==> src/rtl/core/bsps_pkg.sv <==
// ----------------------------------------------------------------------------
// bsps_pkg: shared types and constants of the B-spline path sampler
// Coordinate format, command record between front and back, and the
// reciprocal table used to build the basis weights.
// ----------------------------------------------------------------------------
package bsps_pkg;

    // Coordinate format (signed Q16.16 at the default width)
    localparam int COORD_WIDTH = 32;
    localparam int FRAC_BITS   = 16;

    // Span register
    localparam int SPAN_W     = 5;
    localparam int SPAN_LIMIT = 20;
    localparam logic [SPAN_W-1:0] SPAN_RESET = SPAN_W'(10);
    localparam logic [SPAN_W-1:0] SPAN_MIN   = SPAN_W'(1);
    localparam logic [SPAN_W-1:0] SPAN_MAX   = SPAN_W'(SPAN_LIMIT);

    // Weight arithmetic
    localparam int WEIGHT_W = FRAC_BITS + 1;
    localparam logic [WEIGHT_W-1:0] WEIGHT_ONE = WEIGHT_W'(1) << FRAC_BITS;
    localparam int SQ_W        = 2 * SPAN_W;
    localparam int NUM_W       = SQ_W + FRAC_BITS;
    localparam int DEN_W       = SQ_W + 1;
    localparam int RECIP_SHIFT = 26;
    localparam int RECIP_W     = 26;
    localparam int NR_W        = NUM_W + RECIP_W;

    // floor(2^RECIP_SHIFT / (2*S*S)) for S = 1..20; entry 0 is never used
    localparam logic [RECIP_W-1:0] RECIP_TABLE [0:SPAN_LIMIT] = '{
        RECIP_W'(0),
        RECIP_W'((2**RECIP_SHIFT) / (2*1*1)),
        RECIP_W'((2**RECIP_SHIFT) / (2*2*2)),
        RECIP_W'((2**RECIP_SHIFT) / (2*3*3)),
        RECIP_W'((2**RECIP_SHIFT) / (2*4*4)),
        RECIP_W'((2**RECIP_SHIFT) / (2*5*5)),
        RECIP_W'((2**RECIP_SHIFT) / (2*6*6)),
        RECIP_W'((2**RECIP_SHIFT) / (2*7*7)),
        RECIP_W'((2**RECIP_SHIFT) / (2*8*8)),
        RECIP_W'((2**RECIP_SHIFT) / (2*9*9)),
        RECIP_W'((2**RECIP_SHIFT) / (2*10*10)),
        RECIP_W'((2**RECIP_SHIFT) / (2*11*11)),
        RECIP_W'((2**RECIP_SHIFT) / (2*12*12)),
        RECIP_W'((2**RECIP_SHIFT) / (2*13*13)),
        RECIP_W'((2**RECIP_SHIFT) / (2*14*14)),
        RECIP_W'((2**RECIP_SHIFT) / (2*15*15)),
        RECIP_W'((2**RECIP_SHIFT) / (2*16*16)),
        RECIP_W'((2**RECIP_SHIFT) / (2*17*17)),
        RECIP_W'((2**RECIP_SHIFT) / (2*18*18)),
        RECIP_W'((2**RECIP_SHIFT) / (2*19*19)),
        RECIP_W'((2**RECIP_SHIFT) / (2*20*20))
    };

    // Command queue depth
    localparam int QUEUE_DEPTH = 2;

    typedef logic signed [COORD_WIDTH-1:0] coord_t;

    typedef struct packed {
        coord_t x;
        coord_t y;
    } point_t;

    // One unit of work for the back: a window (a,b,c) or a single pass point
    typedef struct packed {
        point_t a;
        point_t b;
        point_t c;
        logic   pass;
        logic   run_last;
        logic   path_last;
    } cmd_t;

    typedef struct packed {
        logic valid;
        cmd_t cmd;
    } cmd_beat_t;

endpackage

==> src/rtl/core/bsps_if.sv <==
// ----------------------------------------------------------------------------
// bsps_if: stream and configuration channels of the path sampler
// Valid/ready channels for control points, curve samples and the span
// register write.
// ----------------------------------------------------------------------------
interface bsps_point_if;
    import bsps_pkg::*;

    logic   valid;
    logic   ready;
    coord_t point_x;
    coord_t point_y;
    logic   path_end_in;

    modport source (output valid, output point_x, output point_y, output path_end_in,
                    input ready);
    modport sink (input valid, input point_x, input point_y, input path_end_in,
                  output ready);
endinterface


==> src/rtl/core/bsps_front.sv <==
// ----------------------------------------------------------------------------
// bsps_front: point intake and window classification
// Keeps the last two points of the path, doubles the end points and turns
// each accepted point into zero, one or two commands for the back.
// ----------------------------------------------------------------------------
module bsps_front (
    input  logic                clk,
    input  logic                rst_n,
    bsps_point_if.sink          points,
    input  logic                q_full,
    output bsps_pkg::cmd_beat_t q_push
);
    import bsps_pkg::*;

    // points seen so far in the current path, saturating
    localparam logic [1:0] SEEN_NONE = 2'd0;
    localparam logic [1:0] SEEN_ONE  = 2'd1;
    localparam logic [1:0] SEEN_MANY = 2'd3;

    logic [1:0] seen_reg, seen_next;
    point_t     older_reg, older_next;
    point_t     newer_reg, newer_next;
    logic       hold_valid_reg, hold_valid_next;
    cmd_t       hold_cmd_reg, hold_cmd_next;

    point_t p;
    logic   last;
    logic   accept;
    logic   has_first, has_second;
    cmd_t   first_cmd, second_cmd;

    assign p      = '{x: points.point_x, y: points.point_y};
    assign last   = points.path_end_in;
    assign points.ready = !hold_valid_reg && !q_full;
    assign accept = points.valid && points.ready;

    // classify the incoming point
    always_comb
    begin
        has_first  = 1'b0;
        has_second = 1'b0;
        first_cmd  = '{a: p, b: p, c: p, pass: 1'b1, run_last: 1'b1, path_last: last};
        second_cmd = '{a: p, b: p, c: p, pass: 1'b1, run_last: 1'b1, path_last: 1'b1};
        unique case (seen_reg)
            SEEN_NONE:
            begin
                has_first = last;
            end
            SEEN_ONE:
            begin
                has_first = 1'b1;
                if (last)
                begin
                    // two-point path: both points go out unchanged
                    first_cmd  = '{a: newer_reg, b: newer_reg, c: newer_reg, pass: 1'b1,
                                   run_last: 1'b0, path_last: 1'b0};
                    has_second = 1'b1;
                end
                else
                begin
                    first_cmd = '{a: newer_reg, b: newer_reg, c: p, pass: 1'b0,
                                  run_last: 1'b1, path_last: 1'b0};
                end
            end
            default:
            begin
                has_first  = 1'b1;
                first_cmd  = '{a: older_reg, b: newer_reg, c: p, pass: 1'b0,
                               run_last: !last, path_last: 1'b0};
                has_second = last;
                // closing window with the end point doubled
                second_cmd = '{a: newer_reg, b: p, c: p, pass: 1'b0,
                               run_last: 1'b1, path_last: 1'b1};
            end
        endcase
    end

    // queue push: a held second command goes first
    always_comb
    begin
        if (hold_valid_reg)
        begin
            q_push.valid = !q_full;
            q_push.cmd   = hold_cmd_reg;
        end
        else
        begin
            q_push.valid = accept && has_first;
            q_push.cmd   = first_cmd;
        end
    end

    // next state
    always_comb
    begin
        seen_next       = seen_reg;
        older_next      = older_reg;
        newer_next      = newer_reg;
        hold_valid_next = hold_valid_reg;
        hold_cmd_next   = hold_cmd_reg;
        if (hold_valid_reg && !q_full)
            hold_valid_next = 1'b0;
        if (accept)
        begin
            if (has_second)
            begin
                hold_valid_next = 1'b1;
                hold_cmd_next   = second_cmd;
            end
            if (last)
                seen_next = SEEN_NONE;
            else
            begin
                older_next = newer_reg;
                newer_next = p;
                seen_next  = (seen_reg == SEEN_MANY) ? SEEN_MANY : seen_reg + 2'd1;
            end
        end
    end

    always_ff @(posedge clk or negedge rst_n)
    begin
        if (!rst_n)
        begin
            seen_reg       <= SEEN_NONE;
            hold_valid_reg <= 1'b0;
        end
        else
        begin
            seen_reg       <= seen_next;
            hold_valid_reg <= hold_valid_next;
        end
    end

    always_ff @(posedge clk)
    begin
        older_reg    <= older_next;
        newer_reg    <= newer_next;
        hold_cmd_reg <= hold_cmd_next;
    end

endmodule

==> src/flat_wrapper.sv <==
// flat-port wrapper written by rule: the top's interface ports become plain ports
module bsps_front_flat import bsps_pkg::*;
  (clk, rst_n, q_full, q_push, points_valid, points_point_x, points_point_y, points_path_end_in, points_ready);
  bsps_point_if points_i ();
  input  logic clk;
  input  logic rst_n;
  input  logic q_full;
  output bsps_pkg::cmd_beat_t q_push;
  input wire logic [$bits(points_i.valid)-1:0] points_valid;
  input wire logic [$bits(points_i.point_x)-1:0] points_point_x;
  input wire logic [$bits(points_i.point_y)-1:0] points_point_y;
  input wire logic [$bits(points_i.path_end_in)-1:0] points_path_end_in;
  output wire logic [$bits(points_i.ready)-1:0] points_ready;
  assign points_i.valid = points_valid;
  assign points_i.point_x = points_point_x;
  assign points_i.point_y = points_point_y;
  assign points_i.path_end_in = points_path_end_in;
  assign points_ready = points_i.ready;
  bsps_front u_core (.clk(clk), .rst_n(rst_n), .points(points_i), .q_full(q_full), .q_push(q_push));
endmodule
==> config.mk <==
export PLATFORM = sky130hd
export DESIGN_NAME = bsps_front_flat
export DESIGN_NICKNAME = d
export VERILOG_FILES = /design/src/rtl/core/bsps_pkg.sv /design/src/rtl/core/bsps_if.sv /design/src/rtl/core/bsps_front.sv /design/src/flat_wrapper.sv
export SDC_FILE = /design/constraint.sdc
export NUM_CORES = 1
export LEC_CHECK = 0
export BUFFER_PORTS_ARGS = -buffer_cell sky130_fd_sc_hd__buf_2
export CAP_MARGIN = 25
export CORE_MARGIN = 3
export CORE_UTILIZATION = 42
export CTS_CLUSTER_SIZE = 25
export DETAILED_ROUTE_END_ITERATION = 8
export PLACE_DENSITY = 0.74
export SYNTH_ARGS = -nofsm -noshare
export SYNTH_HDL_FRONTEND = slang
export SYNTH_SLANG_ARGS = --single-unit
==> constraint.sdc <==
create_clock -name clk -period 9.2 [get_ports clk]
set_input_delay 1.84 -clock clk [delete_from_list [all_inputs] [get_ports clk]]
set_output_delay 1.84 -clock clk [all_outputs]
set_load 0.05 [all_outputs]
# Word-level counts from Yosys, hierarchy flattened
# Cells that the tools add are included.
# Widths: inputs -> output; s select.
# word_totals
register_bits	326
output_inout_bits	197
input_bits	69
# classes
n_mux	12
n_eq_ne	2
bitwise_logic	1
n_addsub	1
reduce_logical	11
# op_table
op	n
$pmux 195 s2	1
$mux 196	1
$mux 195	1
$mux 67	1
$mux 1	5
$logic_and 1x1->1	4
$mux 2	2
$reduce_and 2->1	2
$logic_not 1->1	3
$add 2x1->2 const B	1
$eq 2x1->1 const B	1
$eq 2x2->1 const B	1
$logic_not 2->1	1
$pmux 1 s2	1
$reduce_or 2->1	1
$not 1->1	1

# Depth between registers and ports, before layout
# depth
depth_word	5
depth_mapped	6
depth_no_buf	3

# Worst setup path after synthesis
# No wires, ideal clock.
# synth_timing
path_kind	input-to-reg
startpoint	input q_full
endpoint	register u_core.hold_cmd_reg[10] (netlist name), enable pin
arrival_time_ns	7.730
setup_slack_ns	0.850
path_stages	3
cell_sequence	or3b_1 -> clkbuf_1 -> nor2_1
# synth_via
elab_chain_cells	4
# synth_lines
element	line	source
start, declared	flat_wrapper.sv:7	input logic q_full;
$logic_not 1->1	bsps_front.sv:34	assign points.ready = !hold_valid_reg && !q_full;
$logic_and 1x1->1	bsps_front.sv:34	
$logic_and 1x1->1	bsps_front.sv:35	assign accept = points.valid && points.ready;
$reduce_and 2->1 (no line)	--	
end signal, assigned	bsps_front.sv:139	hold_cmd_reg <= hold_cmd_next;
end, declared	bsps_front.sv:24	cmd_t hold_cmd_reg, hold_cmd_next;
# No other way between the ends.
# A chain may end at the register's enable or synchronous reset.

==> key figures <==
GRT
  • Largest net degree at the start of global routing: about 290
  • First-pass GRT wire length: 54.5 mm
  • Initial antenna violation count: 3
  • Total GRT Usage: 19.7%
  • GRT Residual Overflow: 0
  • Vias in the first global route: 10100

Clock tree
  • Max clock buf depth: 3
  • CTS buffer count: 29
  • Post-CTS setup buffers: 0
  • Root buffer cell: clkbuf_16
  • Post-CTS resize count: 0
  • CTS tree: yes
  • Clock Pin Slew Worst Setup and Hold Paths: 0.06 ns
  • CTS Hold Bufs: 0
  • Clk_lat worst skew: 0.54 ns
  • CTS H-tree depth: 1
  • Num Clock Sinks: 260

Power and ir drop
  • Clock network power share: 22.7%
  • Comb power frac: 48.3%
  • NetSw: 2.38 mW
  • Sw frac: 47.3%
  • Max VDD drop: 0.221 mV
  • Pwr Density: 318 nW/um^2
  • Cell-internal power: 2.65 mW
  • Reg power frac: 29.0%
  • Static leakage: 5.65 nW

Timing
  • FMAX: 0.176 GHz
  • Minimum clock period: 5.69 ns
  • Final clock skew: 0.0138 ns
  • Setup WS post-layout: around 3.5 ns
  • Slew HR: 28.6%
  • Pins Over Slew Limit: 0
  • Setup-failing EPs final: 0
  • Setup tns final: 0 ns
  • Endpoints failing hold: 0
  • Final worst path period share: 61.9%
  • RSZ-0062 raised after global routing: no
  • Worst slew pin tran: 1.07 ns

Synth
  • Multiplexer share of the synthesized area: 5.39%
  • Yosys reg bits: 260
  • Ys flop type: edfxtp_1
  • Mapped Nets: 1287
  • Number of distinct library cells after synthesis: 29
  • Avg Cell Area, Syn: 11.0 sq um
  • Adder-Cell Fraction of Synth Area: 0%
  • Post-synthesis cell area: 13400 sq um
  • Synth Instances: 1218
  • Number of synthesized flops with an enable pin: 257
  • Simple-gate share of the synthesized area: 15.5%
  • Sequential element share of the synthesized area: ~58%
  • Async set-reset flop share out of synthesis: 1.15%
  • Ys Warns: 0
  • Xor/xnor cell area share of the yosys netlist: 0%
  • Compound-cell area share of the yosys netlist: 16.9%
  • Main combinational cell family by area after synthesis: compound AO/OA/AOI/OAI gates

Floorplanning
  • Die height: approximately 180 um
  • Num ports: 266
  • Starting density of the core: ~43%
  • FP Rows: 64
  • Die X: 184 um
  • Die Area: 34000 sq um
  • Core area: 31000 sq um

Placed design
  • DP HPWL: 20.6 mm
  • Cells after DPL: 1790
  • Buffers on Ports: 265
  • Gp weighted congestion: 0.791
  • Pre-CTS WS: about 3.5 ns

Routing
  • DR pass1 iterations: 5
  • Residual antenna-violating net count after detailed routing: 0
  • Number of remaining DRC errors: 0
  • WL/cell: between 15 and 20 um
  • Initial drt markers: 739
  • WL final: 34.3 mm
  • Vias post-DR: 10300
  • Vias per inst: 5.60

Critical path
  • Crit end category: primary output
  • Critical path required time: between 7 and 8 ns
  • Setup CP Type: input port to primary output
  • Crit path arrival time: 3.85 ns
  • Crit-path max FO: 44
  • CP startpoint kind: input port
  • R2R depth: 6

Status
  • Outcome: finished, final reports clean

Cells and area
  • Post-layout nets: 1495
  • Max reg flops: 129
  • Final std cells w/o fill: 1843
  • P&R area growth vs syn: 18.0%
  • Share of cells above drive strength 1: 28.9%

Run
  • Number of max-cap violations: 0

Min path
  • Hold Path Depth: 0
  • Hold Path Class: flip-flop to flip-flop
[critical path, stage by stage]
cell	delay, ns
buf_2	0.19
and3b_2	0.56
buf_4	0.57
a21oi_1	0.16
a21oi_1	0.21
buf_2	0.29
[metrics by stage]
step | instance area [sq um] | utilization, % | hold slack, ns | power [mW]
floorplan | 13400 | - | 0.484 | 3.39
global placement | 14800 | 47.8 | 0.498 | 3.89
detailed placement | 14800 | 47.9 | 0.506 | 3.91
CTS | 15800 | 50.9 | 0.521 | 5.06
global route | 15800 | 50.9 | 0.541 | 5.25
finish | 15800 | 50.9 | 0.521 | 5.02
[cell usage in the layout, fill, tap and decap left out]
master,instances
buf_4,11
a31o_2,1
or2_2,1
o22a_1,1
o21ai_0,3
a211oi_2,26
edfxtp_1,257
nor2b_1,64
and2_1,64
bufinv_16,4
inv_6,1
a21o_1,1
buf_2,265
clkinvlp_4,1
clkinv_4,2
clkinv_2,3
nand3b_1,1
or3_1,1
nor2_4,2
and3b_2,1
mux2_2,64
nand2_1,194
clkbuf_16,29
diode_2,1
buf_12,3
a211oi_1,38
dfrtp_2,1
dfrtp_4,2
inv_1,1
nor2_1,132
inv_4,1
clkbuf_1,6
a21oi_1,129
or3b_1,1
o31ai_1,129
clkinv_1,6
[final cells by class]
class                   instances  area (sq um)
diodes                          1          2.50
clock buffers                  35           748
clock inverters                16           186
fillers                      2745         15200
inverters                       3          15.0
multi-input cells             853          5070
flip-flops and latches        260          7800
well taps                     396           495
repair buffers                279          1470
[final timing paths]
kind                                            from                       end  slack, ns
worst max-delay path              points_path_end_in                q_push[45]       3.51
min in group asynchronous                      rst_n        u_core.seen_reg[0]       1.13
worst min-delay path            u_core.newer_reg[10]      u_core.older_reg[10]       0.52
worst max register to register    u_core.seen_reg[1]  u_core.hold_cmd_reg[139]       5.79
max in group asynchronous                      rst_n        u_core.seen_reg[1]       7.91
worst min register to register  u_core.newer_reg[10]      u_core.older_reg[10]       0.52
[layer usage]
metal | track usage (%) | routed length [um] | vias to the layer above
met1 | 27.1 | 14900 | 4973
li1 | - | - | 4872
met3 | 4.78 | 2750 | 68
met2 | 31.4 | 15800 | 398
met5 | 0 | 27 | -
met4 | 5.59 | 850 | 4
[cell families after synthesis]
kind of cell	Yosys count
compound gates	328
flops	260
simple gates	461
mux	64
buf+inv	105
[synthesized netlist by cell type (3+ instances only)]
cell type,number,share of area (%)
edfxtp_1,257,58
nand2_1,194,5.4
nor2_1,134,3.8
a21oi_1,129,4.8
o31ai_1,129,7.2
and2_1,64,3.0
mux2_2,64,5.4
nor2b_1,64,3.0
clkbuf_1,55,1.5
a211oi_1,38,2.1
buf_2,28,1.0
a211oi_2,26,2.4
buf_6,9,0.76
buf_4,8,0.45
dfrtp_1,3,0.56
o21ai_0,3,0.11
[power by group through the flow]
stage / registers (mW) / clock network, mW / logic, mW
floorplan: 1.43 / 0 / 1.96
global placement: 1.48 / 0 / 2.41
detailed placement: 1.48 / 0 / 2.43
CTS: 1.46 / 1.17 / 2.43
global route: 1.47 / 1.22 / 2.57
finish: 1.46 / 1.14 / 2.42
No activity file was read; power rests on OpenSTA's default activity.
