File: src/rtl/core/bsps_pkg.sv
// ----------------------------------------------------------------------------
// bsps_pkg: shared types and constants of the B-spline path sampler
// Coordinate format, command record between front and back, and the
// reciprocal table used to build the basis weights.
// ----------------------------------------------------------------------------
package bsps_pkg;

    // Coordinate format (signed Q16.16 at the default width)
    localparam int COORD_WIDTH = 32;
    localparam int FRAC_BITS   = 16;

    // Span register
    localparam int SPAN_W     = 5;
    localparam int SPAN_LIMIT = 20;
    localparam logic [SPAN_W-1:0] SPAN_RESET = SPAN_W'(10);
    localparam logic [SPAN_W-1:0] SPAN_MIN   = SPAN_W'(1);
    localparam logic [SPAN_W-1:0] SPAN_MAX   = SPAN_W'(SPAN_LIMIT);

    // Weight arithmetic
    localparam int WEIGHT_W = FRAC_BITS + 1;
    localparam logic [WEIGHT_W-1:0] WEIGHT_ONE = WEIGHT_W'(1) << FRAC_BITS;
    localparam int SQ_W        = 2 * SPAN_W;
    localparam int NUM_W       = SQ_W + FRAC_BITS;
    localparam int DEN_W       = SQ_W + 1;
    localparam int RECIP_SHIFT = 26;
    localparam int RECIP_W     = 26;
    localparam int NR_W        = NUM_W + RECIP_W;

    // floor(2^RECIP_SHIFT / (2*S*S)) for S = 1..20; entry 0 is never used
    localparam logic [RECIP_W-1:0] RECIP_TABLE [0:SPAN_LIMIT] = '{
        RECIP_W'(0),
        RECIP_W'((2**RECIP_SHIFT) / (2*1*1)),
        RECIP_W'((2**RECIP_SHIFT) / (2*2*2)),
        RECIP_W'((2**RECIP_SHIFT) / (2*3*3)),
        RECIP_W'((2**RECIP_SHIFT) / (2*4*4)),
        RECIP_W'((2**RECIP_SHIFT) / (2*5*5)),
        RECIP_W'((2**RECIP_SHIFT) / (2*6*6)),
        RECIP_W'((2**RECIP_SHIFT) / (2*7*7)),
        RECIP_W'((2**RECIP_SHIFT) / (2*8*8)),
        RECIP_W'((2**RECIP_SHIFT) / (2*9*9)),
        RECIP_W'((2**RECIP_SHIFT) / (2*10*10)),
        RECIP_W'((2**RECIP_SHIFT) / (2*11*11)),
        RECIP_W'((2**RECIP_SHIFT) / (2*12*12)),
        RECIP_W'((2**RECIP_SHIFT) / (2*13*13)),
        RECIP_W'((2**RECIP_SHIFT) / (2*14*14)),
        RECIP_W'((2**RECIP_SHIFT) / (2*15*15)),
        RECIP_W'((2**RECIP_SHIFT) / (2*16*16)),
        RECIP_W'((2**RECIP_SHIFT) / (2*17*17)),
        RECIP_W'((2**RECIP_SHIFT) / (2*18*18)),
        RECIP_W'((2**RECIP_SHIFT) / (2*19*19)),
        RECIP_W'((2**RECIP_SHIFT) / (2*20*20))
    };

    // Command queue depth
    localparam int QUEUE_DEPTH = 2;

    typedef logic signed [COORD_WIDTH-1:0] coord_t;

    typedef struct packed {
        coord_t x;
        coord_t y;
    } point_t;

    // One unit of work for the back: a window (a,b,c) or a single pass point
    typedef struct packed {
        point_t a;
        point_t b;
        point_t c;
        logic   pass;
        logic   run_last;
        logic   path_last;
    } cmd_t;

    typedef struct packed {
        logic valid;
        cmd_t cmd;
    } cmd_beat_t;

endpackage

File: src/rtl/core/bsps_queue.sv
// ----------------------------------------------------------------------------
// bsps_queue: short command FIFO between front and back
// Register-based ring of QUEUE_DEPTH commands with a fill count.
// ----------------------------------------------------------------------------
module bsps_queue (
    input  logic                clk,
    input  logic                rst_n,
    input  bsps_pkg::cmd_beat_t push,
    input  logic                pop,
    output bsps_pkg::cmd_beat_t head,
    output logic                full
);
    import bsps_pkg::*;

    localparam int PTR_W = (QUEUE_DEPTH > 1) ? $clog2(QUEUE_DEPTH) : 1;
    localparam int CNT_W = $clog2(QUEUE_DEPTH + 1);
    localparam logic [PTR_W-1:0] PTR_LAST = PTR_W'(QUEUE_DEPTH - 1);
    localparam logic [CNT_W-1:0] CNT_FULL = CNT_W'(QUEUE_DEPTH);

    cmd_t             slot_reg [QUEUE_DEPTH];
    logic [PTR_W-1:0] wr_ptr_reg, wr_ptr_next;
    logic [PTR_W-1:0] rd_ptr_reg, rd_ptr_next;
    logic [CNT_W-1:0] count_reg, count_next;
    logic             do_push, do_pop;

    assign full       = (count_reg == CNT_FULL);
    assign head.valid = (count_reg != '0);
    assign head.cmd   = slot_reg[rd_ptr_reg];
    assign do_push    = push.valid && !full;
    assign do_pop     = pop && head.valid;

    // pointer and count update
    always_comb
    begin
        wr_ptr_next = wr_ptr_reg;
        rd_ptr_next = rd_ptr_reg;
        count_next  = count_reg;
        if (do_push)
            wr_ptr_next = (wr_ptr_reg == PTR_LAST) ? '0 : wr_ptr_reg + PTR_W'(1);
        if (do_pop)
            rd_ptr_next = (rd_ptr_reg == PTR_LAST) ? '0 : rd_ptr_reg + PTR_W'(1);
        if (do_push && !do_pop)
            count_next = count_reg + CNT_W'(1);
        else if (do_pop && !do_push)
            count_next = count_reg - CNT_W'(1);
    end

    always_ff @(posedge clk or negedge rst_n)
    begin
        if (!rst_n)
        begin
            wr_ptr_reg <= '0;
            rd_ptr_reg <= '0;
            count_reg  <= '0;
        end
        else
        begin
            wr_ptr_reg <= wr_ptr_next;
            rd_ptr_reg <= rd_ptr_next;
            count_reg  <= count_next;
        end
    end

    always_ff @(posedge clk)
    begin
        if (do_push)
            slot_reg[wr_ptr_reg] <= push.cmd;
    end

endmodule

File: config.mk
export PLATFORM = sky130hd
export DESIGN_NAME = bsps_queue
export DESIGN_NICKNAME = d
export VERILOG_FILES = /design/src/rtl/core/bsps_pkg.sv /design/src/rtl/core/bsps_queue.sv
export SDC_FILE = /design/constraint.sdc
export NUM_CORES = 1
export LEC_CHECK = 0
export BUFFER_PORTS_ARGS = -buffer_cell sky130_fd_sc_hd__clkbuf_2
export CORE_MARGIN = 8
export CORE_UTILIZATION = 52
export DETAILED_ROUTE_END_ITERATION = 6
export PLACE_DENSITY = 0.84
export SLEW_MARGIN = 20
export SYNTH_ARGS = -nofsm -noshare
export SYNTH_HDL_FRONTEND = slang
export SYNTH_SLANG_ARGS = --single-unit
export TNS_END_PERCENT = 50
File: constraint.sdc
create_clock -name clk -period 11.5 [get_ports clk]
set_input_delay 1.15 -clock clk [delete_from_list [all_inputs] [get_ports clk]]
set_output_delay 1.15 -clock clk [all_outputs]
set_load 0.01 [all_outputs]
Yosys cells after proc, flatten, opt, wreduce, memory -nomap -nowiden

Memories as Yosys holds them, arrays and structs flattened.
Cells that the tools add are included.

Add/subtract/negate cells: 4
$mul: 0
Divide/modulo/power cells: 0
$lt $le $gt $ge: 0
Equal/unequal tests: 1
Shift operators: 0
Multiplexer cells: 6
Bitwise gates (word level): 0
Reduce and logical (&&, ||, !) cells: 9

Operators by type and width:

| cell                                                                | count |
|---|---|
| 1-bit logical AND                                                   | 4 |
| 1-bit 2-to-1 mux                                                    | 4 |
| 2-bit 2-to-1 mux                                                    | 2 |
| 2-bit nonzero test                                                  | 2 |
| 1-bit logical NOT                                                   | 3 |
| 1-bit adder (second input constant)                                 | 2 |
| 2-bit by 1-bit adder with 2-bit output (second input constant)      | 1 |
| 2-bit == test (second input constant)                               | 1 |
| 2-bit by 1-bit subtractor with 2-bit output (second input constant) | 1 |

Register bits: 4
Bits in latches: 0
Bits in writable memories: 390
Memory bits (read-only): 0
Bits of input ports: 199
Output and inout port bits: 197
Word-level logic and storage cells: 24
Memories: 1

Memory list:

| memory   | words | width | read ports | clocked after Yosys merged registers in | wr ports | RTL line         | RTL |
|---|---|---|---|---|---|---|---|
| slot_reg | 2     | 195   | 1          | 0                                       | 1        | bsps_queue.sv:20 | `cmd_t slot_reg [QUEUE_DEPTH];` |

Longest topological paths before layout

Gate-level depths: netlist (run 1).

Depth after elaboration: 7
Gate-level depth with buffers: 7
Gate-level depth less buffers: 7

Least setup slack after synthesis (run 1)

Ideal clock, no wire load.

Kind: input port to flip-flop
Start: input push[195] in the netlist's numbering
End: memory slot_reg[0][0] in the netlist's numbering (enable)
Library setup time: 753 ps
Data arrival time: 9324 ps
Required time: 10747 ps
Path slack: 1423 ps
Stages on the path: 2
Path buffers: 0
Cells stage by stage: nand2_1 -> nor2_1

Cells in the longest elaborated chain, start to end: 3

RTL lines:

| what                                   | RTL line         | RTL |
|---|---|---|
| start: declaration                     | bsps_queue.sv:8  | `input bsps_pkg::cmd_beat_t push,` |
| 1-bit logical AND                      | bsps_queue.sv:29 | `assign do_push = push.valid && !full;` |
| 1-bit 2-to-1 mux                       | bsps_queue.sv:66 | `if (do_push)` |
| 1-bit 2-to-1 mux (not written as such) | bsps_queue.sv:67 | `slot_reg[wr_ptr_reg] <= push.cmd;` |
| end: declaration                       | bsps_queue.sv:20 |  |

Every way passes these cells.

==> results by group, run 1 <==
Critical path
  • FF-to-FF path depth: 3
  • Crit Path Class: flop to output pin
  • CP max stage delay: about 940 ps
  • Crit Path Max Fanout: just over 60
  • CP Data Required Time: around 10,000 ps
  • Crit end category: output pin
  • Slowest-stage cell, CP: buf_4
  • Worst setup SP type: flop
  • Worst-path cell chain: buf_4 > buf_4 > mux2_4 > clkbuf_2
  • Arrival time worst endpoint: between 3000 and 4000 ps
  • Most used cell, CP: buf_4

Worst hold path
  • Hold Path Class: primary input to async pin

Placed design
  • Gpl congestion: between 0.7 and 0.8
  • Final HPWL DP: roughly 21,000 um
  • Port bufs: 395

Synth
  • Mapped Avg Cell Area: between 20 and 25 um2
  • Top FF cell, synth: edfxtp_1
  • EDFF count, synth: 390
  • Synth Cell Area: around 15,000 um2
  • Ys async rst share: 0.0102
  • Area contributors post-synth: edfxtp_1, mux2_4, mux2_2
  • Share of the synthesized area in the top cell type: 0.789
  • Most frequent cell after synthesis: edfxtp_1
  • Net Count, Synth: 826
  • #FFs+latches synth: around 400
  • Ys Warns: 0
  • Top cells by count, synth: edfxtp_1, mux2_4, mux2_2
  • Synth area leader: edfxtp_1
  • Seq/Total Area, Yosys: 0.796
  • Syn Inst Count: about 630
  • Yosys cell types: 15

Global route
  • First-pass GRT wire length: 44,800 um
  • Grt total ovfl: 0
  • Gr usage total: 0.172
  • Pin count of the biggest net entering global routing: roughly 200
  • Initial antenna violation count: 5
  • Vias in the first global route: between 7,000 and 8,000

Floorplanning
  • DIE HEIGHT: between 150 and 200 um
  • Die area: about 34,000 um2
  • Std-Cell Rows: 62
  • Boundary Pins: about 400
  • Initial Utilization: 0.523
  • Die Wd: roughly 180 um
  • Core footprint: between 20,000 and 30,000 um2

Clock network
  • Root buffer cell: clkbuf_16
  • CTS H-tree lvls: 2
  • CTS tree: built
  • Post-cts sizing count: 0
  • Post-CTS Setup Bufs: 0
  • Clk buf depth: 3
  • Cts hold-fix bufs: 0
  • Worst-path clk slew: ~60 ps
  • Cts bufs inserted: 40
  • Worst skew pair latency: 520 ps
  • Total clock sinks: just under 400

Routing
  • Routed WL: approximately 31,000 um
  • Vias: roughly 7,400
  • Initial DRC count: approximately 360
  • Initial DRT Pass Iterations: 4
  • Routed wire per std cell: 20.9 um
  • Via-per-instance ratio: about 5.0
  • # DRC: 0
  • Remaining antenna violation count: 0

Power
  • Lkg Pwr: between 7 and 8 nW
  • Peak VDD IR: 0.164 mV
  • Pwr Density: approximately 260 nW/um2

Timing
  • Fmax: 218 MHz
  • Post-route minimum period: about 4600 ps
  • Final hold viol count: 0
  • RSZ-0062 raised after global routing: no
  • Fin crit share: 0.399
  • Worst-Margin Slew: about 1200 ps
  • Clock Skew: around 8 ps
  • Max-slew violations: 0
  • Final setup TNS: 0 ps
  • Final setup fails: 0
  • Slew margin rel.: 0.174

Final layout
  • Fraction of layout cells with a size suffix above 1: 0.609
  • Area grow syn2layout: 24.3%
  • Core Util, Final: 0.650
  • Final net count: approximately 1,200
  • Largest register FFs: 390

Run status
  • Outcome: completed

Run
  • Max-capacitance violation count: 0
-- final cells by class --
type	instances	area, um2
well taps	384	480
multi-input cells	208	2820
fillers	1947	9930
clock buffers	51	1060
flip-flops and latches	394	11800
inverters	2	7.51
diodes	6	15.0
clock inverters	22	221
repair buffers	401	2030
-- path summary, 6_finish.rpt --
kind	from	endpoint	slack [ps]
setup / recovery	rd_ptr_reg$_DFFE_PN0P_	head[67]	6910
max in group asynchronous	rst_n	rd_ptr_reg$_DFFE_PN0P_	10920
hold reg to reg	count_reg[1]$_DFFE_PN0P_	count_reg[1]$_DFFE_PN0P_	500
min in group clk	count_reg[1]$_DFFE_PN0P_	count_reg[1]$_DFFE_PN0P_	500
setup reg to reg	count_reg[0]$_DFFE_PN0P_	slot_reg[1][117]$_DFFE_PP_	8810
hold / removal	rst_n	wr_ptr_reg$_DFFE_PN0N_	430
-- metrics by stage --
stage | hold slack (ps) | power, mW | std cells | setup slack, ps | cell area (um2)
after floorplan | 456 | 3.19 | 626 | 1420 | 14800
after global placement | 478 | 3.59 | 1389 | 7460 | 17200
after detailed placement | 498 | 3.63 | 1389 | 7410 | 17200
after CTS | 409 | 4.89 | 1462 | 6850 | 18400
after global routing | 403 | 5.04 | 1467 | 6720 | 18500
final | 433 | 4.83 | 1468 | 6910 | 18500
-- cells in the final DEF (no fill, tap or decap) --
| cell | count |
|---|---|
| and3_4 | 1 |
| buf_12 | 1 |
| buf_4 | 5 |
| bufinv_16 | 4 |
| clkbuf_1 | 10 |
| clkbuf_16 | 41 |
| clkbuf_2 | 395 |
| clkinv_1 | 6 |
| clkinv_2 | 6 |
| clkinvlp_4 | 3 |
| dfrtp_1 | 3 |
| dfrtp_4 | 1 |
| diode_2 | 6 |
| edfxtp_1 | 390 |
| ha_1 | 1 |
| inv_1 | 2 |
| inv_6 | 3 |
| mux2_2 | 55 |
| mux2_4 | 140 |
| nand2_1 | 2 |
| nand2b_1 | 1 |
| nor2_1 | 1 |
| nor2_4 | 1 |
| or2_2 | 1 |
| xnor2_1 | 3 |
| xor2_1 | 2 |
-- layer usage --
layer / vias to the layer above / wire, um / share of wire / GRT usage
li1: 3349 / - / - / -
met1: 3627 / 11100 / 0.36 / 0.189
met2: 337 / 15900 / 0.52 / 0.301
met3: 58 / 2780 / 0.091 / 0.0587
met4: 0 / 887 / 0.029 / 0.0707
met5: - / 0 / 0 / 0
-- kinds of logic after synthesis --
kind of cell | synth area share
adders and majority gates | 0.000843
DFF | 0.796
buffers and inverters | 0.0151
xor gates and xnor gates | 0.00295
muxes | 0.183
and+or+nand+nor | 0.00228
-- critical path, delay by kind of cell (launching register included) --
family   cells  cell delay [ps]
buf+inv      3             1910
flops        1              570
mux          1              360
-- where the power goes --
| group | total [mW] | internal [mW] | switching, mW |
|---|---|---|---|
| Combinational | 1.51 | 0.721 | 0.788 |
| Clock | 1.26 | 0.748 | 0.510 |
| Sequential | 2.06 | 1.97 | 0.0916 |
| Total | 4.83 | 3.44 | 1.39 |
Note: power is estimated with default switching activity, not from simulation.
==> inputs of run 2 (changes only) <==
--- a/config.mk
+++ b/config.mk
@@ -5,11 +5,12 @@
 export SDC_FILE = /design/constraint.sdc
 export NUM_CORES = 1
 export LEC_CHECK = 0
+export ABC_AREA = 1
 export BUFFER_PORTS_ARGS = -buffer_cell sky130_fd_sc_hd__clkbuf_2
 export CORE_MARGIN = 8
-export CORE_UTILIZATION = 52
+export CORE_UTILIZATION = 47
 export DETAILED_ROUTE_END_ITERATION = 6
-export PLACE_DENSITY = 0.84
+export PLACE_DENSITY = 0.81
 export SLEW_MARGIN = 20
 export SYNTH_ARGS = -nofsm -noshare
 export SYNTH_HDL_FRONTEND = slang
==> constraint.sdc (replaced) <==
create_clock -name clk -period 3.8 [get_ports clk]
set_input_delay 0.38 -clock clk [delete_from_list [all_inputs] [get_ports clk]]
set_output_delay 0.38 -clock clk [all_outputs]
set_load 0.01 [all_outputs]
==> run 2 against run 1 <==
  * The flow now finishes with violations (design-rule violations)
  * Final area fell by 3.1%
  * Core utilization fell by 6.2 points
  * Register-to-register slack got worse by 7200 ps
  * Flip-flop and latch count stayed put
  * Synthesized cell count up 68%
  * Non-clock buffer count up 4
  * Largest power group unchanged
==> results by group, run 2 <==
Synth
  • Top FF cell, synth: edfxtp_1
  • Area contributors post-synth: edfxtp_1, nand2_1, buf_6
  • Synth Area in XOR/XNOR: 0.000606
  • Main combinational cell family by area after synthesis: simple AND/OR/NAND/NOR gates
  • Ys Warns: 0
  • Syn Inst Count: roughly 1,100
  • Synth area leader: edfxtp_1
  • Most frequent cell after synthesis: nand2_1
  • Ys async rst share: 0.0102
  • #FFs+latches synth: just under 400
  • Net Count, Synth: about 1,300
  • Top cells by count, synth: nand2_1, edfxtp_1, buf_2
  • Mapped Avg Cell Area: ~14 um2
  • Share of the synthesized area in the top cell type: 0.810
  • Simple logic cell fraction of the synthesized area: 0.157
  • Seq/Total Area, Yosys: 0.817
  • EDFF count, synth: between 300 and 400
  • Synth Area in Compound Gates: 0.000346
  • Synth Cell Area: around 14,000 um2
  • Adder-Cell Fraction of Synth Area: 0.000866
  • Post-synthesis mux area share: 0
  • Yosys cell types: 14

Placed design
  • Placed cell area: roughly 17,000 um2
  • Gpl congestion: approximately 0.80
  • Final HPWL DP: between 20,000 and 25,000 um
  • Post-Place Worst Slack: ~1500 ps
  • Port bufs: around 400
  • Post-placement cell count: ~1,800

Global route
  • Vias in the first global route: 9,572
  • Grt total ovfl: 0
  • Initial antenna violation count: 4
  • Gr usage total: 0.182
  • Pin count of the biggest net entering global routing: ~200
  • First-pass GRT wire length: roughly 52,000 um

Timing
  • Final WS setup: 978 ps
  • Fmax: around 350 MHz
  • Max-slew violations: 0
  • Worst-Margin Slew: between 1000 and 1500 ps
  • Hold WS: ~53 ps
  • Post-route minimum period: 2820 ps
  • Final setup TNS: 0 ps
  • Fin crit share: 0.743
  • Final hold viol count: 0
  • Final setup fails: 0
  • RSZ-0062 raised after global routing: no
  • Clock Skew: 19.6 ps
  • Slew margin rel.: 0.327

Critical path
  • Most used cell, CP: nand2_1
  • Crit Path Max Fanout: 103
  • Worst-path cell chain: inv_6 > buf_4 > nand2_1 > nand2_1 > clkbuf_2
  • Worst setup SP type: flop
  • Arrival time worst endpoint: between 2000 and 2500 ps
  • CP delay by family, top: buffers and inverters
  • Crit end category: output pin
  • Slowest-stage cell, CP: inv_6
  • Bufs and invs on worst path: 3
  • Crit Path Class: flop to output pin
  • CP max stage delay: 570 ps
  • CP Data Required Time: roughly 3400 ps

Final layout
  • Commonest non-fill, non-tap cell in the layout: nand2_1
  • Area grow syn2layout: 23.8%
  • Final net count: around 1,700
  • Core Util, Final: 0.588
  • # fillers: 2,299
  • Commonest cells after routing, fill and taps aside: nand2_1, clkbuf_2, edfxtp_1
  • Largest register FFs: between 300 and 400
  • Non-Filler Instances: roughly 1,900
  • Post-Layout Inst Area: 17,900 um2
  • Fraction of layout cells with a size suffix above 1: 0.309

Routing
  • # DRC: 2
  • Remaining antenna violation count: 0
  • Routed wire per std cell: around 19 um
  • Vias: roughly 9,300
  • Initial DRC count: between 600 and 700
  • Via-per-instance ratio: between 4 and 5
  • Initial DRT Pass Iterations: 7
  • Routed WL: roughly 36,000 um

Floorplanning
  • Die Wd: 191 um
  • Initial Utilization: 0.475
  • Boundary Pins: 396
  • DIE HEIGHT: 191 um
  • Std-Cell Rows: between 60 and 70
  • Core footprint: 30,400 um2
  • Die area: 36,600 um2

Power
  • Peak VDD IR: around 0.53 mV
  • Overall Power: about 14 mW
  • Pwr Density: 792 nW/um2
  • Lkg Pwr: 7.75 nW

Clock network
  • Clk buf depth: 3
  • Worst-path clk slew: roughly 60 ps
  • Cts bufs inserted: 40
  • Root buffer cell: clkbuf_16
  • CTS H-tree lvls: 2
  • Post-CTS Setup Bufs: 0
  • Worst skew pair latency: about 520 ps
  • CTS tree: built
  • Post-cts sizing count: 0
  • Total clock sinks: slightly below 400

Run status
  • Outcome: finished, violations left
  • Violated checks: design-rule violations

Run
  • Max-capacitance violation count: 0

Worst hold path
  • Hold Path Class: primary input to flop
==> run 2: where the power goes <==
group,switching (mW),internal (mW),total [mW]
Clock,1.50,1.96,3.47
Combinational,3.16,1.36,4.51
Sequential,0.243,5.94,6.18
Total,4.90,9.26,14.2
==> run 2: cell type report <==
class                      count  area, um2  share of cell area
inverter                       8       38.8             0.00217
sequential                   394      11800               0.660
timing repair buffer         405       2090               0.117
antenna                        2       5.00            0.000280
multi-input combinational    605       2300               0.129
tap                          396        495              0.0277
clock inverter                17       85.1             0.00476
clock buffer                  49       1060              0.0590
==> run 2: layer usage <==
| metal | up-vias | global-route usage | wire, um |
|---|---|---|---|
| li1 | 4358 | - | - |
| met1 | 4366 | 0.210 | 13000 |
| met2 | 490 | 0.306 | 17400 |
| met3 | 83 | 0.0686 | 4070 |
| met4 | 4 | 0.0725 | 1110 |
| met5 | - | 0 | 27 |
==> run 2: final timing paths <==
check,startpoint,endpoint,slack [ps],depth (start not counted)
setup / recovery,rd_ptr_reg$_DFFE_PN0P_,head[49],980,5
setup reg to reg,count_reg[1]$_DFFE_PN0P_,slot_reg[0][38]$_DFFE_PP_,1640,6
max in group asynchronous,rst_n,rd_ptr_reg$_DFFE_PN0P_,3400,2
hold / removal,push[153],slot_reg[1][153]$_DFFE_PP_,50,1
min in group asynchronous,rst_n,wr_ptr_reg$_DFFE_PN0N_,250,2
hold reg to reg,wr_ptr_reg$_DFFE_PN0N_,wr_ptr_reg$_DFFE_PN0N_,480,2
==> run 2: cell families (layout without fill, tap and decap cells) <==
| kind of cell | Yosys count | count (layout) |
|---|---|---|
| other | 0 | 2 |
| AND/OR/NAND/NOR | 602 | 602 |
| XOR/XNOR | 1 | 1 |
| AO/OA/AOI/OAI | 1 | 1 |
| buffers and inverters | 51 | 479 |
| adder cells (fa/ha/maj) | 1 | 1 |
| flip-flops | 394 | 394 |
==> run 2: repair_timing <==
action	CTS	global route
endpoints found under the hold margin	4	0
hold buffers	1	0
endpoints found under the setup margin	0	0
==> inputs of run 3 (changes only) <==
--- a/config.mk
+++ b/config.mk
@@ -8,9 +8,9 @@
 export ABC_AREA = 1
 export BUFFER_PORTS_ARGS = -buffer_cell sky130_fd_sc_hd__clkbuf_2
 export CORE_MARGIN = 8
-export CORE_UTILIZATION = 47
+export CORE_UTILIZATION = 52
 export DETAILED_ROUTE_END_ITERATION = 6
-export PLACE_DENSITY = 0.81
+export PLACE_DENSITY = 0.84
 export SLEW_MARGIN = 20
 export SYNTH_ARGS = -nofsm -noshare
 export SYNTH_HDL_FRONTEND = slang
==> constraint.sdc (replaced) <==
create_clock -name clk -period 2.95 [get_ports clk]
set_input_delay 0.295 -clock clk [delete_from_list [all_inputs] [get_ports clk]]
set_output_delay 0.295 -clock clk [all_outputs]
set_load 0.01 [all_outputs]
==> run 3 against run 2 <==
  * The flow now finishes without violations
  * Sequential power increased by 30%
  * Critical path type unchanged
  * Die area shrank 8.8%
  * Register-to-register slack got worse by 570 ps
  * Sequential share of layout area decreased by 6.6 points
  * First-iteration DRC count is 38% higher
  * Flip-flop and latch count did not move
  * Hold slack lost 34 ps
  * Via count up 14%
  * Final area grew 11%
==> results by group, run 3 (synthesis gave the netlist of run 2 again) <==
Timing
  • Slew margin rel.: 0.341
  • Worst-Margin Slew: slightly below 1000 ps
  • RSZ-0062 raised after global routing: no
  • Final setup TNS: 0 ps
  • Fin crit share: 0.875
  • Max-slew violations: 0
  • Hold WS: between 15 and 20 ps
  • Final setup fails: 0
  • Final hold viol count: 0
  • Fmax: 387 MHz
  • Post-route minimum period: about 2600 ps
  • Clock Skew: 21.4 ps

Routing
  • # DRC: 0
  • Routed WL: ~42,000 um
  • Remaining antenna violation count: 0
  • Vias: around 11,000
  • Initial DRC count: between 800 and 900
  • Initial DRT Pass Iterations: 5
  • Via-per-instance ratio: just over 5
  • Routed wire per std cell: roughly 20 um

Critical path
  • Arrival time worst endpoint: about 2300 ps
  • Crit Path Class: flop to output pin
  • R2R Setup Slk: ~1100 ps
  • FF-to-FF End: slot_reg[1][112]$_DFFE_PP_
  • CP Data Required Time: around 2700 ps
  • Crit end category: output pin
  • Worst Setup SP: rd_ptr_reg$_DFFE_PN0P_
  • Crit Path Max Fanout: between 70 and 80
  • Critical Path End: head[149]
  • Worst setup SP type: flop
  • RR Startpoint: count_reg[1]$_DFFE_PN0P_
  • FF-to-FF path depth: 4

Global route
  • GR Util met3: 0.0720
  • Gr usage total: 0.241
  • Pin count of the biggest net entering global routing: around 200
  • Initial antenna violation count: 7
  • Grt total ovfl: 0
  • Met2 Use GR: 0.415
  • Vias in the first global route: ~11,000
  • Global route hottest layer: met2
  • First-pass GRT wire length: around 62,000 um
  • Routing usage on met1: 0.276

Clock network
  • Worst skew pair latency: a little over 500 ps
  • Clk buf depth: 3
  • CTS H-tree lvls: 2
  • CTS tree: built
  • Cts bufs inserted: 38
  • Worst-path clk slew: roughly 60 ps
  • Total clock sinks: 394
  • Root buffer cell: clkbuf_16
  • Post-cts sizing count: 0

Run status
  • Outcome: completed

Final layout
  • Largest register FFs: 390
  • Commonest non-fill, non-tap cell in the layout: nand2_1
  • # fillers: 1,537
  • Area grow syn2layout: 37.5%
  • Fraction of layout cells with a size suffix above 1: 0.277
  • Core Util, Final: 0.721
  • Final net count: about 1,800
  • Non-Filler Instances: about 2,000
  • Commonest cells after routing, fill and taps aside: nand2_1, clkbuf_2, edfxtp_1

Power
  • Peak VDD IR: 0.765 mV
  • Overall Power: ~19 mW
  • Lkg Pwr: approximately 8.6 nW
  • Pwr Density: approximately 950 nW/um2

Floorplanning
  • Core footprint: around 28,000 um2
  • Die Wd: 183 um
  • Initial Utilization: 0.524
  • Boundary Pins: just under 400
  • Die area: 33,400 um2
  • DIE HEIGHT: ~180 um
  • Std-Cell Rows: roughly 60

Placed design
  • Final HPWL DP: roughly 23,000 um
  • Port bufs: 395
  • Post-placement cell count: 1,790
  • Gpl congestion: 0.799

Run
  • Max-capacitance violation count: 0

Worst hold path
  • Hold wc startpoint: push[18]
  • Hold Path Class: primary input to flop
-- run 3: cell count changes in the layout (fill, tap and decap cells not counted), moves of 3 or more --
cell | previous run | this run
bufinv_16 | 0 | 3
clkinv_2 | 4 | 7
dlygate4sd3_1 | 1 | 191
diode_2 | 2 | 7
buf_12 | 3 | 7
clkinv_1 | 10 | 7
buf_4 | 6 | 3
-- run 3: layout make-up --
class,count,area (um2),area share
sequential,394,11800,0.595
timing repair buffer,596,4050,0.204
multi-input combinational,605,2300,0.116
clock buffer,45,998,0.0503
tap,378,473,0.0238
clock inverter,19,169,0.00850
inverter,8,38.8,0.00195
antenna,7,17.5,0.000882
-- run 3: report_power, final --
part           switching [mW]  internal, mW
Sequential              0.368          7.64
Combinational            4.29          1.97
Clock                    1.99          2.68
-- run 3: per-layer routing --
metal | vias up | share of wire
met5 | - | 0
met2 | 725 | 0.50
li1 | 4739 | -
met4 | 0 | 0.039
met1 | 5019 | 0.35
met3 | 111 | 0.10
-- run 3: worst min-delay path by stage --
stage | cells after the start | slack (ps) | to
after floorplan | 0 | -0.6 | count_reg[0]$_DFFE_PN0P_
after global placement | 1 | 110 | count_reg[0]$_DFFE_PN0P_
after detailed placement | 1 | 110 | count_reg[0]$_DFFE_PN0P_
after CTS | 1 | 3 | slot_reg[1][158]$_DFFE_PP_
after global routing | 1 | 3 | slot_reg[1][158]$_DFFE_PP_
final | 1 | 20 | slot_reg[0][18]$_DFFE_PP_
-- run 3: stage by stage --
| step | instance area (um2) | setup WS, ps |
|---|---|---|
| global route | 19900 | 242 |
| global placement | 16800 | 959 |
| CTS | 19800 | 315 |
| floorplan | 14500 | -1090 |
| finish | 19900 | 367 |
| detailed placement | 16800 | 866 |
-- run 3: repair_timing --
item / CTS / global route
hold buffers: 191 / 0
endpoints found under the hold margin: 381 / 0
setup buffers: 0 / 0
-- run 3: critical path, stage by stage, from the launching register on --
cell,delay (ps)
dfrtp_4,510
inv_6,440
buf_4,410
nand2_1,130
nand2_1,130
clkbuf_2,150
